`src/wss_pkg.sv`:
```
package wss_pkg;

  localparam int DAYS              = 7;
  localparam int SLOTS_PER_DAY_DEF = 96;
  localparam int SEC_PER_DAY       = 86400;
  localparam int SEC_W             = 17;
  localparam int DAY_W             = 3;
  localparam int STEP_W            = 3;

  localparam logic [SEC_W-1:0] SEC_PER_HOUR = SEC_W'(3600);
  localparam logic [SEC_W-1:0] SEC_PER_MIN  = SEC_W'(60);

  typedef enum logic [1:0] {
    KIND_APPLY   = 2'd0,
    KIND_DEFAULT = 2'd1,
    KIND_CLEAN   = 2'd2,
    KIND_QUERY   = 2'd3
  } kind_e;

  typedef enum logic [2:0] {
    WR_NONE,
    WR_ZERO,
    WR_BYTE,
    WR_NIB,
    WR_APPLY,
    WR_QUERY
  } wr_e;

  typedef enum logic [1:0] {
    J_NEXT,
    J_SWEEP,
    J_DISPATCH,
    J_OUT
  } jmp_e;

  typedef logic [STEP_W-1:0] step_t;

  localparam step_t STEP_CLEAR   = 3'd0;
  localparam step_t STEP_IDLE    = 3'd1;
  localparam step_t STEP_APPLY   = 3'd2;
  localparam step_t STEP_DEFAULT = 3'd3;
  localparam step_t STEP_CLEAN   = 3'd4;
  localparam step_t STEP_QUERY   = 3'd5;
  localparam step_t STEP_RESULT  = 3'd6;

  typedef struct packed {
    wr_e   wr;
    logic  adv;
    logic  init;
    logic  emit;
    jmp_e  jmp;
    step_t target;
  } uop_t;

  typedef struct packed {
    wr_e  wr;
    logic adv;
    logic init;
    logic accept;
    logic emit;
    logic idle;
  } ctrl_t;

  typedef struct packed {
    logic last;
  } stat_t;

  typedef struct packed {
    logic [3:0] idx;
    logic       ans;
  } res_t;

endpackage

```
`src/wss_seq.sv`:
```
module wss_seq (
  input  logic            clk_i,
  input  logic            rst_ni,
  input  logic            in_valid_i,
  input  logic [1:0]      kind_i,
  input  logic            out_free_i,
  input  wss_pkg::stat_t  stat_i,
  output wss_pkg::ctrl_t  ctrl_o
);

  wss_pkg::step_t pc_q, pc_d;
  wss_pkg::uop_t  uop;
  wss_pkg::step_t entry;

  // microprogram
  always_comb begin
    uop = '{wr: wss_pkg::WR_NONE, adv: 1'b0, init: 1'b0, emit: 1'b0,
            jmp: wss_pkg::J_NEXT, target: wss_pkg::STEP_IDLE};
    case (pc_q)
      wss_pkg::STEP_CLEAR: begin
        uop.wr = wss_pkg::WR_ZERO; uop.adv = 1'b1;
        uop.jmp = wss_pkg::J_SWEEP; uop.target = wss_pkg::STEP_IDLE;
      end
      wss_pkg::STEP_IDLE: begin
        uop.init = 1'b1; uop.jmp = wss_pkg::J_DISPATCH;
      end
      wss_pkg::STEP_APPLY: begin
        uop.wr = wss_pkg::WR_APPLY; uop.adv = 1'b1;
        uop.jmp = wss_pkg::J_SWEEP; uop.target = wss_pkg::STEP_RESULT;
      end
      wss_pkg::STEP_DEFAULT: begin
        uop.wr = wss_pkg::WR_NIB; uop.adv = 1'b1;
        uop.jmp = wss_pkg::J_SWEEP; uop.target = wss_pkg::STEP_RESULT;
      end
      wss_pkg::STEP_CLEAN: begin
        uop.wr = wss_pkg::WR_BYTE; uop.adv = 1'b1;
        uop.jmp = wss_pkg::J_SWEEP; uop.target = wss_pkg::STEP_RESULT;
      end
      wss_pkg::STEP_QUERY: begin
        uop.wr = wss_pkg::WR_QUERY; uop.adv = 1'b1;
        uop.jmp = wss_pkg::J_SWEEP; uop.target = wss_pkg::STEP_RESULT;
      end
      wss_pkg::STEP_RESULT: begin
        uop.emit = 1'b1; uop.jmp = wss_pkg::J_OUT; uop.target = wss_pkg::STEP_IDLE;
      end
      default: begin
        uop.jmp = wss_pkg::J_SWEEP; uop.target = wss_pkg::STEP_IDLE;
      end
    endcase
  end

  always_comb begin
    case (wss_pkg::kind_e'(kind_i))
      wss_pkg::KIND_APPLY:   entry = wss_pkg::STEP_APPLY;
      wss_pkg::KIND_DEFAULT: entry = wss_pkg::STEP_DEFAULT;
      wss_pkg::KIND_CLEAN:   entry = wss_pkg::STEP_CLEAN;
      wss_pkg::KIND_QUERY:   entry = wss_pkg::STEP_QUERY;
      default:               entry = wss_pkg::STEP_IDLE;
    endcase
  end

  always_comb begin
    case (uop.jmp)
      wss_pkg::J_NEXT:     pc_d = pc_q + 1'b1;
      wss_pkg::J_SWEEP:    pc_d = stat_i.last ? uop.target : pc_q;
      wss_pkg::J_DISPATCH: pc_d = in_valid_i ? entry : pc_q;
      wss_pkg::J_OUT:      pc_d = out_free_i ? uop.target : pc_q;
      default:             pc_d = wss_pkg::STEP_IDLE;
    endcase
  end

  always_ff @(posedge clk_i or negedge rst_ni) begin
    if (!rst_ni) begin
      pc_q <= wss_pkg::STEP_CLEAR;
    end else begin
      pc_q <= pc_d;
    end
  end

  always_comb begin
    ctrl_o.wr     = uop.wr;
    ctrl_o.adv    = uop.adv;
    ctrl_o.init   = uop.init;
    ctrl_o.idle   = (uop.jmp == wss_pkg::J_DISPATCH);
    ctrl_o.accept = ctrl_o.idle && in_valid_i;
    ctrl_o.emit   = uop.emit && out_free_i;
  end

endmodule

```
`config.mk`:
```
export PLATFORM = sky130hd
export DESIGN_NAME = wss_seq
export DESIGN_NICKNAME = d
export VERILOG_FILES = /design/src/wss_pkg.sv /design/src/wss_seq.sv
export SDC_FILE = /design/constraint.sdc
export NUM_CORES = 1
export LEC_CHECK = 0
export BUFFER_PORTS_ARGS = -buffer_cell sky130_fd_sc_hd__buf_2
export CAP_MARGIN = 20
export CORE_AREA = 3 3 40 42
export DETAILED_ROUTE_END_ITERATION = 8
export DIE_AREA = 0 0 43 45
export MAX_ROUTING_LAYER = met4
export PLACE_DENSITY_LB_ADDON = 0.15
export SYNTH_ARGS = -nofsm -noshare
export SYNTH_HDL_FRONTEND = slang
export SYNTH_SLANG_ARGS = --single-unit
```
`constraint.sdc`:
```
create_clock -name clk_i -period 1.85 [get_ports clk_i]
set_input_delay 0.4625 -clock clk_i [delete_from_list [all_inputs] [get_ports clk_i]]
set_output_delay 0.4625 -clock clk_i [all_outputs]
set_load 0.02 [all_outputs]
```
* Word-level counts from Yosys, hierarchy flattened
Cells that the tools add are included.
Cells by class: bitwise gates (word level) 0, mux-type cells 10, order comparisons 0, eq/ne operators 15, multipliers 0, shift-type cells 0, add/subtract/negate cells 1, div/mod/pow operators 0, reduce and logical (&&, ||, !) cells 7
Operators with widths (number):
- $pmux W3 S4 | 2
- $pmux W4 S5 | 1
- $mux W3 | 4
- $eq A3 B3 Y1 const B | 3
- $eq A2 B2 Y1 const B | 4
- $eq A3 B2 Y1 const B | 2
- $ne A2 B2 Y1 const B | 3
- $eq A2 B1 Y1 const B | 2
- $logic_not A2 Y1 | 2
- $pmux W2 S2 | 1
- $reduce_or A4 Y1 | 1
- $add A3 B1 Y3 const B | 1
- $eq A3 B1 Y1 const B | 1
- $logic_not A3 Y1 | 1
- $reduce_and A3 Y1 | 1
- $logic_and A1 B1 Y1 | 2
- $mux W1 | 2
Storage, ports and cells: latch bits 0, bits in registers 3, memory bits (writable) 0, word-level logic and storage cells 34, output and inout bits 8, memory bits (read-only) 0, memories kept 0

* Logic depth before layout (Yosys ltp)
Gate-level depths: netlist of the first run.
depth after elaboration 5, gate-level depth with buffers 6, depth with buffers taken out 5

* Least setup slack after synthesis of the first run
No wires, ideal clock.
path kind reg-to-output, start point register pc_q[2], end point output ctrl_o[5] in the netlist's numbering, slack 0.043 ns, arrival 1.344 ns, stages on the path, launching flop included 7, data required time 1.387 ns, cell sequence dfrtp_1 -> buf_2 -> inv_1 -> ha_1 -> nor2_1 -> nand2_1 -> o211a_1
RTL lines:
- start, declared | RTL line wss_seq.sv:11 | wss_pkg::step_t pc_q, pc_d;
- start signal, assigned | RTL line wss_seq.sv:74 | pc_q <= wss_pkg::STEP_CLEAR;
- start signal, assigned | RTL line wss_seq.sv:76 | pc_q <= pc_d;
- end, declared | RTL line wss_seq.sv:8 | output wss_pkg::ctrl_t ctrl_o

==> results of run 1 <==
[kinds of logic (layout without fill, tap and decap cells)]
kind of cell	after synthesis	after routing	share of synthesized area, %
adders and majority gates	8	8	24.2
AOI/OAI and AO/OA	8	8	19.4
muxes	7	7	20.9
and+or+nand+nor	7	7	10.6
buffers and inverters	7	37	6.67
DFF	3	3	18.2
[final cells by class]
cell class | instances | area share [%]
sequential | 3 | 10.4
timing repair buffer | 27 | 27.3
multi-input combinational | 30 | 53.0
clock buffer | 4 | 3.48
inverter | 6 | 3.31
tap | 15 | 2.48
[power groups by stage]
stage | sequential (µW) | clock [µW] | combinational (µW)
6_report | 179 | 113 | 1350
4_1_cts | 179 | 120 | 1190
3_5_place_dp | 152 | 0 | 921
5_1_grt | 188 | 128 | 1460
2_1_floorplan | 134 | 0 | 655
3_3_place_gp | 151 | 0 | 922
[worst reg2reg max path, delay by kind of cell, from the launching register on]
family / cells / cell delay [ns]
AOI/OAI and AO/OA: 1 / 0.20
adders and majority gates: 1 / 0.22
buffers and inverters: 2 / 0.21
DFF: 1 / 0.41
muxes: 2 / 0.61
[path summary, 6_finish.rpt]
| kind | to | cells past startpoint | start | slack, ns |
|---|---|---|---|---|
| setup / recovery | ctrl_o[6] | 7 | pc_q[0] | -0.12 |
| hold / removal | pc_q[1] | 1 | rst_ni | 0.02 |
| setup reg to reg | pc_q[2] | 6 | pc_q[0] | 0.08 |
| max in group asynchronous | pc_q[2] | 1 | rst_ni | 1.71 |
| min in group clk_i | pc_q[0] | 3 | kind_i[0] | 0.64 |
| hold reg to reg | pc_q[2] | 1 | pc_q[2] | 0.64 |
[timing repair]
item / in CTS / in global routing
buffers inserted: 6 / 1
endpoints found under the setup margin: 8 / 6
resized for setup: 24 / 14
pin swaps: 8 / 4
[metrics by stage]
| step | instances | setup WS [ns] | instance area, µm² | TNS [ns] |
|---|---|---|---|---|
| after floorplan | 40 | 0.0432 | 413 | 0 |
| after global placement | 74 | 0.00108 | 542 | 0 |
| after detailed placement | 74 | -0.00499 | 542 | -0.00499 |
| after CTS | 84 | -0.126 | 702 | -0.436 |
| after global routing | 85 | -0.211 | 756 | -0.703 |
| final | 85 | -0.123 | 756 | -0.344 |
[cells in the mapped netlist]
master    n
ha_1      8
inv_1     6
dfrtp_1   3
mux2_4    3
mux2i_1   3
o221ai_1  3
a21oi_1   1
and2_1    1
and3_1    1
buf_2     1
mux2_2    1
nand2_1   1
nand2b_2  1
nand3b_1  1
nor2_1    1
o211a_1   1
o21ai_0   1
o21bai_1  1
o221ai_4  1
or3_2     1
[metal layers]
| metal | vias to the layer above | global-route usage (%) | wire, µm |
|---|---|---|---|
| li1 | 204 | - | - |
| met4 | 0 | 5.42 | 0 |
| met5 | - | - | 0 |
| met1 | 187 | 12.6 | 407 |
| met3 | 0 | 2.79 | 55 |
| met2 | 11 | 23.7 | 598 |
[cell usage in the layout (no fill, tap or decap), drive strengths merged]
cell | netlist | final
buf | 1 | 27
ha | 8 | 8
inv | 6 | 6
o221ai | 4 | 4
mux2 | 4 | 4
clkbuf | 0 | 4
dfrtp | 3 | 3
mux2i | 3 | 3
nand2b | 1 | 1
nor2 | 1 | 1
nand2 | 1 | 1
or3 | 1 | 1
o211a | 1 | 1
a21oi | 1 | 1
and2 | 1 | 1
and3 | 1 | 1
o21bai | 1 | 1
o21ai | 1 | 1
nand3b | 1 | 1
==> run_results.csv, run 1 <==
group,metric,value,unit
final_layout,largest_reg_flops,3,
timing,setup_ws,-0.123,ns
final_layout,antennaDiodeCount,0,
final_layout,multiInputGateArea,400,µm²
setup_path,crit_path_cell_trace,"inv_2 > buf_6 > ha_4 > mux2i_4 > buf_4 > a21oi_2 > buf_4",
setup_path,worstPathArrival,1.51,ns
power,p_clk_share,6.9,%
place,gp_congestion,0.719,
timing,finalMaxSlewViolations,0,
power,seqPwrFrac,10.9,%
clock_network,cts_buffer_depth,2,
logic_synthesis,syn_nets,55,
final_layout,fin_util,58.8,%
timing,finClkSkew,0.00168,ns
final_layout,seq_area,78.8,µm²
setup_path,worstPathRequired,1.39,ns
timing,worst_pin_slew,0.280,ns
timing,holdWs,0.0197,ns
setup_path,cp_top_family,"buffers and inverters",
clock_network,cts_made_buffers,3,
timing,fmaxAchievable,507,MHz
routing,dr.first_iter.drc_count,5,
timing,finalHoldViolCount,0,
logic_synthesis,yosysSeqAreaShare,18.2,%
clock_network,h-tree-depth,1,
routing,drtAntennaViolNets,0,
place,port_buffers,14,
setup_path,worstSetupPathType,"flip-flop to primary output",
logic_synthesis,synth.area.top_cells,"ha_1 (24%), dfrtp_1 (18%), mux2_4 (11%)",
logic_synthesis,synthCells,40,
logic_synthesis,synth.largest_area_cell,"ha_1",
logic_synthesis,synthDistinctLibCells,20,
floorplan,rows,13,
global_route,grt_max_degree,11,
routing,wl_per_cell,12.5,µm
floorplan,coreArea,1280,µm²
clock_network,clk_pin_slew_worst_paths,0.04,ns
place,dp_hpwl,720,µm
clock_network,clock_latency,0.23,ns
floorplan,die_area,1940,µm²
setup_path,cp-end-kind,"primary output",
timing,relSlewSlack,81.1,%
logic_synthesis,synth_area,413,µm²
floorplan,start_util,32.1,%
status,failed_checks,"setup timing",
global_route,antenna_found_initial,0,
timing,rsz0062_at_grt,"true",
power,powerDensity,2170,nW/µm²
timing,fin_crit,1.97,ns
setup_path,critPathLaunchType,"flip-flop",
routing,drc_errors,0,
flow_run,maxCapViolCount,0,
global_route,grt_overflow_total,0,
power,power.leakage,0.000372,µW
final_layout,syn2layout_area_growth,83.0,%
setup_path,crit_top_cell,"buf_4",
routing,firstDrtPassIters,2,
final_layout,drive_gt1_share,77.1,%
clock_network,cts_tree,"done",
setup_path,crit_buf_inv,4,
routing,vias,402,
status,status,"complete, but fails checks",
clock_network,clkSinkCount,3,
power,internal_power,923,µW
global_route,first_global_vias,446,
clock_network,cts_hold_buf,0,
power,p_sw,714,µW
logic_synthesis,yosysTopAreaCellShare,24.2,%
power,switching_share,43.6,%
hold_path,hp-class,"input pin to async pin",
final_layout,reg.largest.list,"pc_q: 3 flops",
floorplan,dieHeight,45,µm
final_layout,regMostFlops,"pc_q",
routing,vias_per_cell,4.73,
floorplan,io_pins,15,
global_route,grt.total_usage,12.6,%
final_layout,layout.nets,86,
clock_network,cts-root-buf,"clkbuf_4",
power,power,1640,µW
floorplan,die_w,43,µm
routing,wl,1.06,mm
power,ir_worst_vdd,0.830,mV
setup_path,cp_max_fo,4,
logic_synthesis,syn_area_per_cell,10.3,µm²
logic_synthesis,yosys_warnings,0,
global_route,grt_pass1_wl,1.79,mm
setup_path,max_stage_delay,0.41,ns
timing,min_period_over_period,107,%
final_layout,nFillCells,113,
logic_synthesis,ys_ff_latch,3,
power,pwr-share-comb,82.2,%
setup_path,cp_slowest_cell,"dfrtp_2",
timing,setup_viol,4,
Note: power is estimated with default switching activity, not from simulation.
==> inputs of run 2 (changes only) <==
--- a/config.mk
+++ b/config.mk
@@ -11,7 +11,6 @@
 export DETAILED_ROUTE_END_ITERATION = 8
 export DIE_AREA = 0 0 43 45
 export MAX_ROUTING_LAYER = met4
-export PLACE_DENSITY_LB_ADDON = 0.15
 export SYNTH_ARGS = -nofsm -noshare
 export SYNTH_HDL_FRONTEND = slang
 export SYNTH_SLANG_ARGS = --single-unit
==> run 2 against run 1 <==
Against the previous run: the run still ends with setup timing left; utilization up 0.097 points; worst hold slack better by 0.0010 ns; sequential share of layout area about the same; first-iteration DRC count up 40%; clock skew about the same; global-route usage down 1.2 points; critical path depth unchanged.
==> run_results.csv, run 2 (synthesis results as in run 1) <==
group,metric,value,unit
routing,firstDrtPassIters,2,
routing,drtAntennaViolNets,0,
setup_path,timing.rr.start,"pc_q[0]",
place,gp_congestion,0.727,
timing,finalHoldViolCount,0,
global_route,grt_max_degree,11,
status,status,"complete, but fails checks",
setup_path,cp-end-kind,"primary output",
global_route,first_global_vias,411,
setup_path,startpoint,"pc_q[0]",
setup_path,reg2reg_slack,0.04,ns
power,powerDensity,2200,nW/µm²
floorplan,die_w,43,µm
timing,worst_pin_slew,0.253,ns
global_route,grt_overflow_total,0,
global_route,antenna_found_initial,0,
clock_network,clock_latency,0.23,ns
final_layout,syn2layout_area_growth,83.3,%
routing,vias_per_cell,4.65,
setup_path,critPathLaunchType,"flip-flop",
global_route,use_met1,11.6,%
global_route,top_usage_layer,"met2",
clock_network,clkSinkCount,3,
floorplan,coreArea,1280,µm²
routing,dr.first_iter.drc_count,7,
final_layout,antennaDiodeCount,0,
routing,wl,1.05,mm
routing,vias,386,
timing,finalMaxSlewViolations,0,
final_layout,final_common_cell,"buf_4",
clock_network,cts_made_buffers,3,
setup_path,worstPathArrival,1.52,ns
global_route,grtUsageMet3,1.20,%
flow_run,maxCapViolCount,0,
place,postPlaceCellArea,549,µm²
final_layout,regMostFlops,"pc_q",
final_layout,nFillCells,95,
setup_path,crit_end,"ctrl_o[6]",
clock_network,clk_pin_slew_worst_paths,0.04,ns
routing,wl_per_cell,12.7,µm
floorplan,dieHeight,45,µm
final_layout,layout.nets,84,
setup_path,reg2reg_depth,6,
timing,fin_crit,1.98,ns
timing,rsz0062_at_grt,"true",
routing,drc_errors,0,
final_layout,drive_gt1_share,75.0,%
final_layout,final_cell_area,757,µm²
timing,setup_ws,-0.132,ns
global_route,grt_pass1_wl,1.63,mm
floorplan,start_util,32.1,%
clock_network,cts_buffer_depth,2,
timing,relSlewSlack,83.1,%
setup_path,reg2reg_to,"pc_q[1]",
floorplan,die_area,1940,µm²
status,failed_checks,"setup timing",
global_route,grt.total_usage,11.4,%
hold_path,hp-class,"input pin to async pin",
final_layout,fin_util,58.9,%
global_route,grt_util_met2,21.9,%
floorplan,io_pins,15,
timing,fmaxAchievable,504,MHz
final_layout,reg.largest.list,"pc_q: 3 flops",
floorplan,rows,13,
timing,min_period_over_period,107,%
place,port_buffers,14,
clock_network,h-tree-depth,1,
clock_network,cts-root-buf,"clkbuf_4",
power,power.leakage,0.000366,µW
setup_path,worstSetupPathType,"flip-flop to primary output",
clock_network,cts_tree,"done",
final_layout,largest_reg_flops,3,
setup_path,worstPathRequired,1.39,ns
setup_path,cp_max_fo,3,
place,dp_hpwl,691,µm
timing,setup_viol,5,
timing,holdWs,0.0207,ns
power,ir_worst_vdd,0.893,mV
timing,finClkSkew,0.00198,ns
final_layout,layout_common_cells,"buf_4 (10), buf_2 (9), ha_4 (5), buf_6 (5)",
## run 2: layout make-up
class                   count  area [µm²]  share of cell area, %
inverters                   6        25.0                   3.31
clock buffers               4        26.3                   3.47
multi-input cells          30         412                   54.4
flip-flops and latches      3        78.8                   10.4
repair buffers             25         196                   26.0
well taps                  15        18.8                   2.48
## run 2: power breakdown
group,internal [µW],switching [µW]
sequential,109,75.3
combinational,749,618
clock,80.6,30.7
## run 2: critical path, cell delays in order, from the launching register on
cell     delay [ns]
dfrtp_2        0.45
inv_2          0.10
buf_6          0.11
ha_4           0.15
mux2i_4        0.06
buf_4          0.13
a21oi_2        0.13
buf_4          0.15
## run 2: timing repair
| item | 4_1_cts | 5_1_grt |
|---|---|---|
| setup endpoints to repair | 7 | 9 |
| buffers inserted | 3 | 1 |
| pin swaps | 3 | 3 |
| hold buffers | 0 | 0 |
| gates resized for setup | 18 | 19 |
## run 2: worst min path at each step
stage                          to
after floorplan           pc_q[0]
after global placement    pc_q[1]
after detailed placement  pc_q[1]
after CTS                 pc_q[2]
after global routing      pc_q[1]
final                     pc_q[2]
## run 2: stage by stage
stage / power [µW] / setup slack [ns] / TNS, ns / cells
3_5_place_dp: 1090 / 0.00465 / 0 / 75
2_1_floorplan: 790 / 0.0432 / 0 / 40
6_report: 1660 / -0.132 / -0.418 / 83
4_1_cts: 1390 / -0.137 / -0.460 / 82
5_1_grt: 1780 / -0.184 / -0.710 / 83
3_3_place_gp: 1070 / 0.0239 / 0 / 75
## run 2: layer usage
layer	vias up	wire (µm)
met5	-	0
met3	0	31
met4	0	0
li1	199	-
met2	8	565
met1	179	454
==> inputs of run 3 (changes only) <==
--- a/config.mk
+++ b/config.mk
@@ -11,6 +11,7 @@
 export DETAILED_ROUTE_END_ITERATION = 8
 export DIE_AREA = 0 0 43 45
 export MAX_ROUTING_LAYER = met4
+export RECOVER_POWER = 25
 export SYNTH_ARGS = -nofsm -noshare
 export SYNTH_HDL_FRONTEND = slang
 export SYNTH_SLANG_ARGS = --single-unit
==> run 3 against run 2 <==
Against the previous run: the run still ends with setup timing left; count of clock-buffer cells in the layout unchanged; die area did not move; routed wire length about the same; global-route usage is the same; via count is the same; first-iteration DRC count stayed put; largest cell class unchanged.
==> run_results.csv, run 3 (synthesis results as in run 1) <==
group,metric,value,unit
power,pwr-share-comb,82.2,%
setup_path,crit_buf_inv,4,
timing,setup_viol,5,
place,gp_congestion,0.727,
floorplan,die_area,1940,µm²
global_route,first_global_vias,411,
power,powerDensity,2200,nW/µm²
clock_network,cts-root-buf,"clkbuf_4",
setup_path,max_stage_delay,0.45,ns
clock_network,clk_pin_slew_worst_paths,0.04,ns
final_layout,layout.nets,84,
setup_path,crit_top_cell,"buf_4",
final_layout,final_cell_area,756,µm²
flow_run,maxCapViolCount,0,
timing,finalMaxSlewViolations,0,
timing,setup_ws,-0.132,ns
setup_path,crit_path_cell_trace,"inv_2 > buf_6 > ha_4 > mux2i_4 > buf_4 > a21oi_2 > buf_4",
clock_network,clkSinkCount,3,
clock_network,cts_buffer_depth,2,
clock_network,cts_made_buffers,3,
floorplan,io_pins,15,
floorplan,coreArea,1280,µm²
final_layout,largest_reg_flops,3,
status,failed_checks,"setup timing",
setup_path,timing.rr.start,"pc_q[0]",
global_route,top_usage_layer,"met2",
place,port_buffers,14,
timing,rsz0062_at_grt,"true",
final_layout,antennaDiodeCount,0,
final_layout,layout_common_cells,"buf_4 (10), buf_2 (8), ha_4 (5), buf_6 (5)",
routing,dr.first_iter.drc_count,7,
global_route,grt_pass1_wl,1.63,mm
floorplan,die_w,43,µm
setup_path,worstPathArrival,1.52,ns
timing,holdWs,0.0307,ns
global_route,grt.total_usage,11.4,%
setup_path,reg2reg_depth,6,
global_route,use_met1,11.6,%
clock_network,h-tree-depth,1,
setup_path,reg2reg_slack,0.04,ns
timing,relSlewSlack,83.1,%
timing,min_period_over_period,107,%
power,internal_power,938,µW
final_layout,fin_util,58.8,%
global_route,grt_max_degree,11,
power,power.leakage,0.000363,µW
clock_network,cts_tree,"done",
power,p_sw,724,µW
place,postPlaceCellArea,549,µm²
global_route,grt_util_met2,21.9,%
setup_path,cp_max_fo,3,
clock_network,clock_latency,0.23,ns
setup_path,critPathLaunchType,"flip-flop",
clock_network,cts_hold_buf,0,
power,seqPwrFrac,11.1,%
timing,finClkSkew,0.00198,ns
routing,vias,386,
setup_path,cp-end-kind,"primary output",
routing,vias_per_cell,4.65,
routing,firstDrtPassIters,2,
final_layout,syn2layout_area_growth,83.0,%
setup_path,cp_slowest_cell,"dfrtp_2",
final_layout,drive_gt1_share,73.5,%
status,status,"complete, but fails checks",
floorplan,start_util,32.1,%
routing,drtAntennaViolNets,0,
final_layout,reg.largest.list,"pc_q: 3 flops",
power,switching_share,43.6,%
hold_path,hp-class,"input pin to async pin",
timing,finalHoldViolCount,0,
global_route,antenna_found_initial,0,
setup_path,reg2reg_to,"pc_q[1]",
floorplan,rows,13,
global_route,grtUsageMet3,1.20,%
final_layout,final_common_cell,"buf_4",
timing,fin_crit,1.98,ns
setup_path,cp_top_family,"buffers and inverters",
routing,wl,1.05,mm
setup_path,worstSetupPathType,"flip-flop to primary output",
global_route,grt_overflow_total,0,
routing,wl_per_cell,12.7,µm
floorplan,dieHeight,45,µm
setup_path,worstPathRequired,1.39,ns
routing,drc_errors,0,
place,dp_hpwl,691,µm
timing,fmaxAchievable,504,MHz
final_layout,regMostFlops,"pc_q",
timing,fin_setup_tns,-0.418,ns
power,p_clk_share,6.7,%
power,ir_worst_vdd,0.893,mV
timing,worst_pin_slew,0.253,ns
run 3: changes by cell type in the layout (fill, tap and decap cells not counted):
cell / previous run / this run
buf_2: 9 / 8
clkbuf_1: 1 / 2
run 3: power by group through the flow:
| stage | Clock (µW) | Combinational, µW | Sequential [µW] |
|---|---|---|---|
| final | 111 | 1370 | 184 |
| after global routing | 120 | 1470 | 189 |
| after CTS | 116 | 1120 | 157 |
| after detailed placement | 0 | 932 | 153 |
| after global placement | 0 | 917 | 153 |
| after floorplan | 0 | 655 | 134 |
run 3: worst max path at each step:
stage | from | cells past startpoint | to
floorplan | pc_q[2] | 6 | ctrl_o[5]
global placement | pc_q[1] | 5 | ctrl_o[5]
detailed placement | pc_q[1] | 5 | ctrl_o[5]
CTS | pc_q[1] | 6 | ctrl_o[6]
global route | pc_q[0] | 7 | ctrl_o[6]
finish | pc_q[0] | 7 | ctrl_o[6]
run 3: what timing repair did:
| item | CTS | global route |
|---|---|---|
| pin swaps | 3 | 3 |
| gates resized for setup | 18 | 19 |
| endpoints found under the hold margin | 0 | 0 |
| setup endpoints to repair | 7 | 9 |
| setup buffers | 3 | 1 |
run 3: metrics by stage:
stage	cells	setup WS (ns)	power (µW)
floorplan	40	0.0432	790
global placement	75	0.0239	1070
detailed placement	75	0.00465	1090
CTS	82	-0.137	1390
global route	83	-0.184	1780
finish	83	-0.132	1660
run 3: final cells by class:
type / count / area, µm²
clock buffers: 4 / 26.3
fillers: 96 / 529
inverters: 6 / 25.0
multi-input cells: 30 / 412
flip-flops and latches: 3 / 78.8
well taps: 15 / 18.8
repair buffers: 25 / 195
run 3: layer usage:
layer | share of wire, % | vias up
met3 | 3.0 | 0
met1 | 43 | 179
met5 | 0 | -
met2 | 54 | 8
li1 | - | 199
met4 | 0 | 0
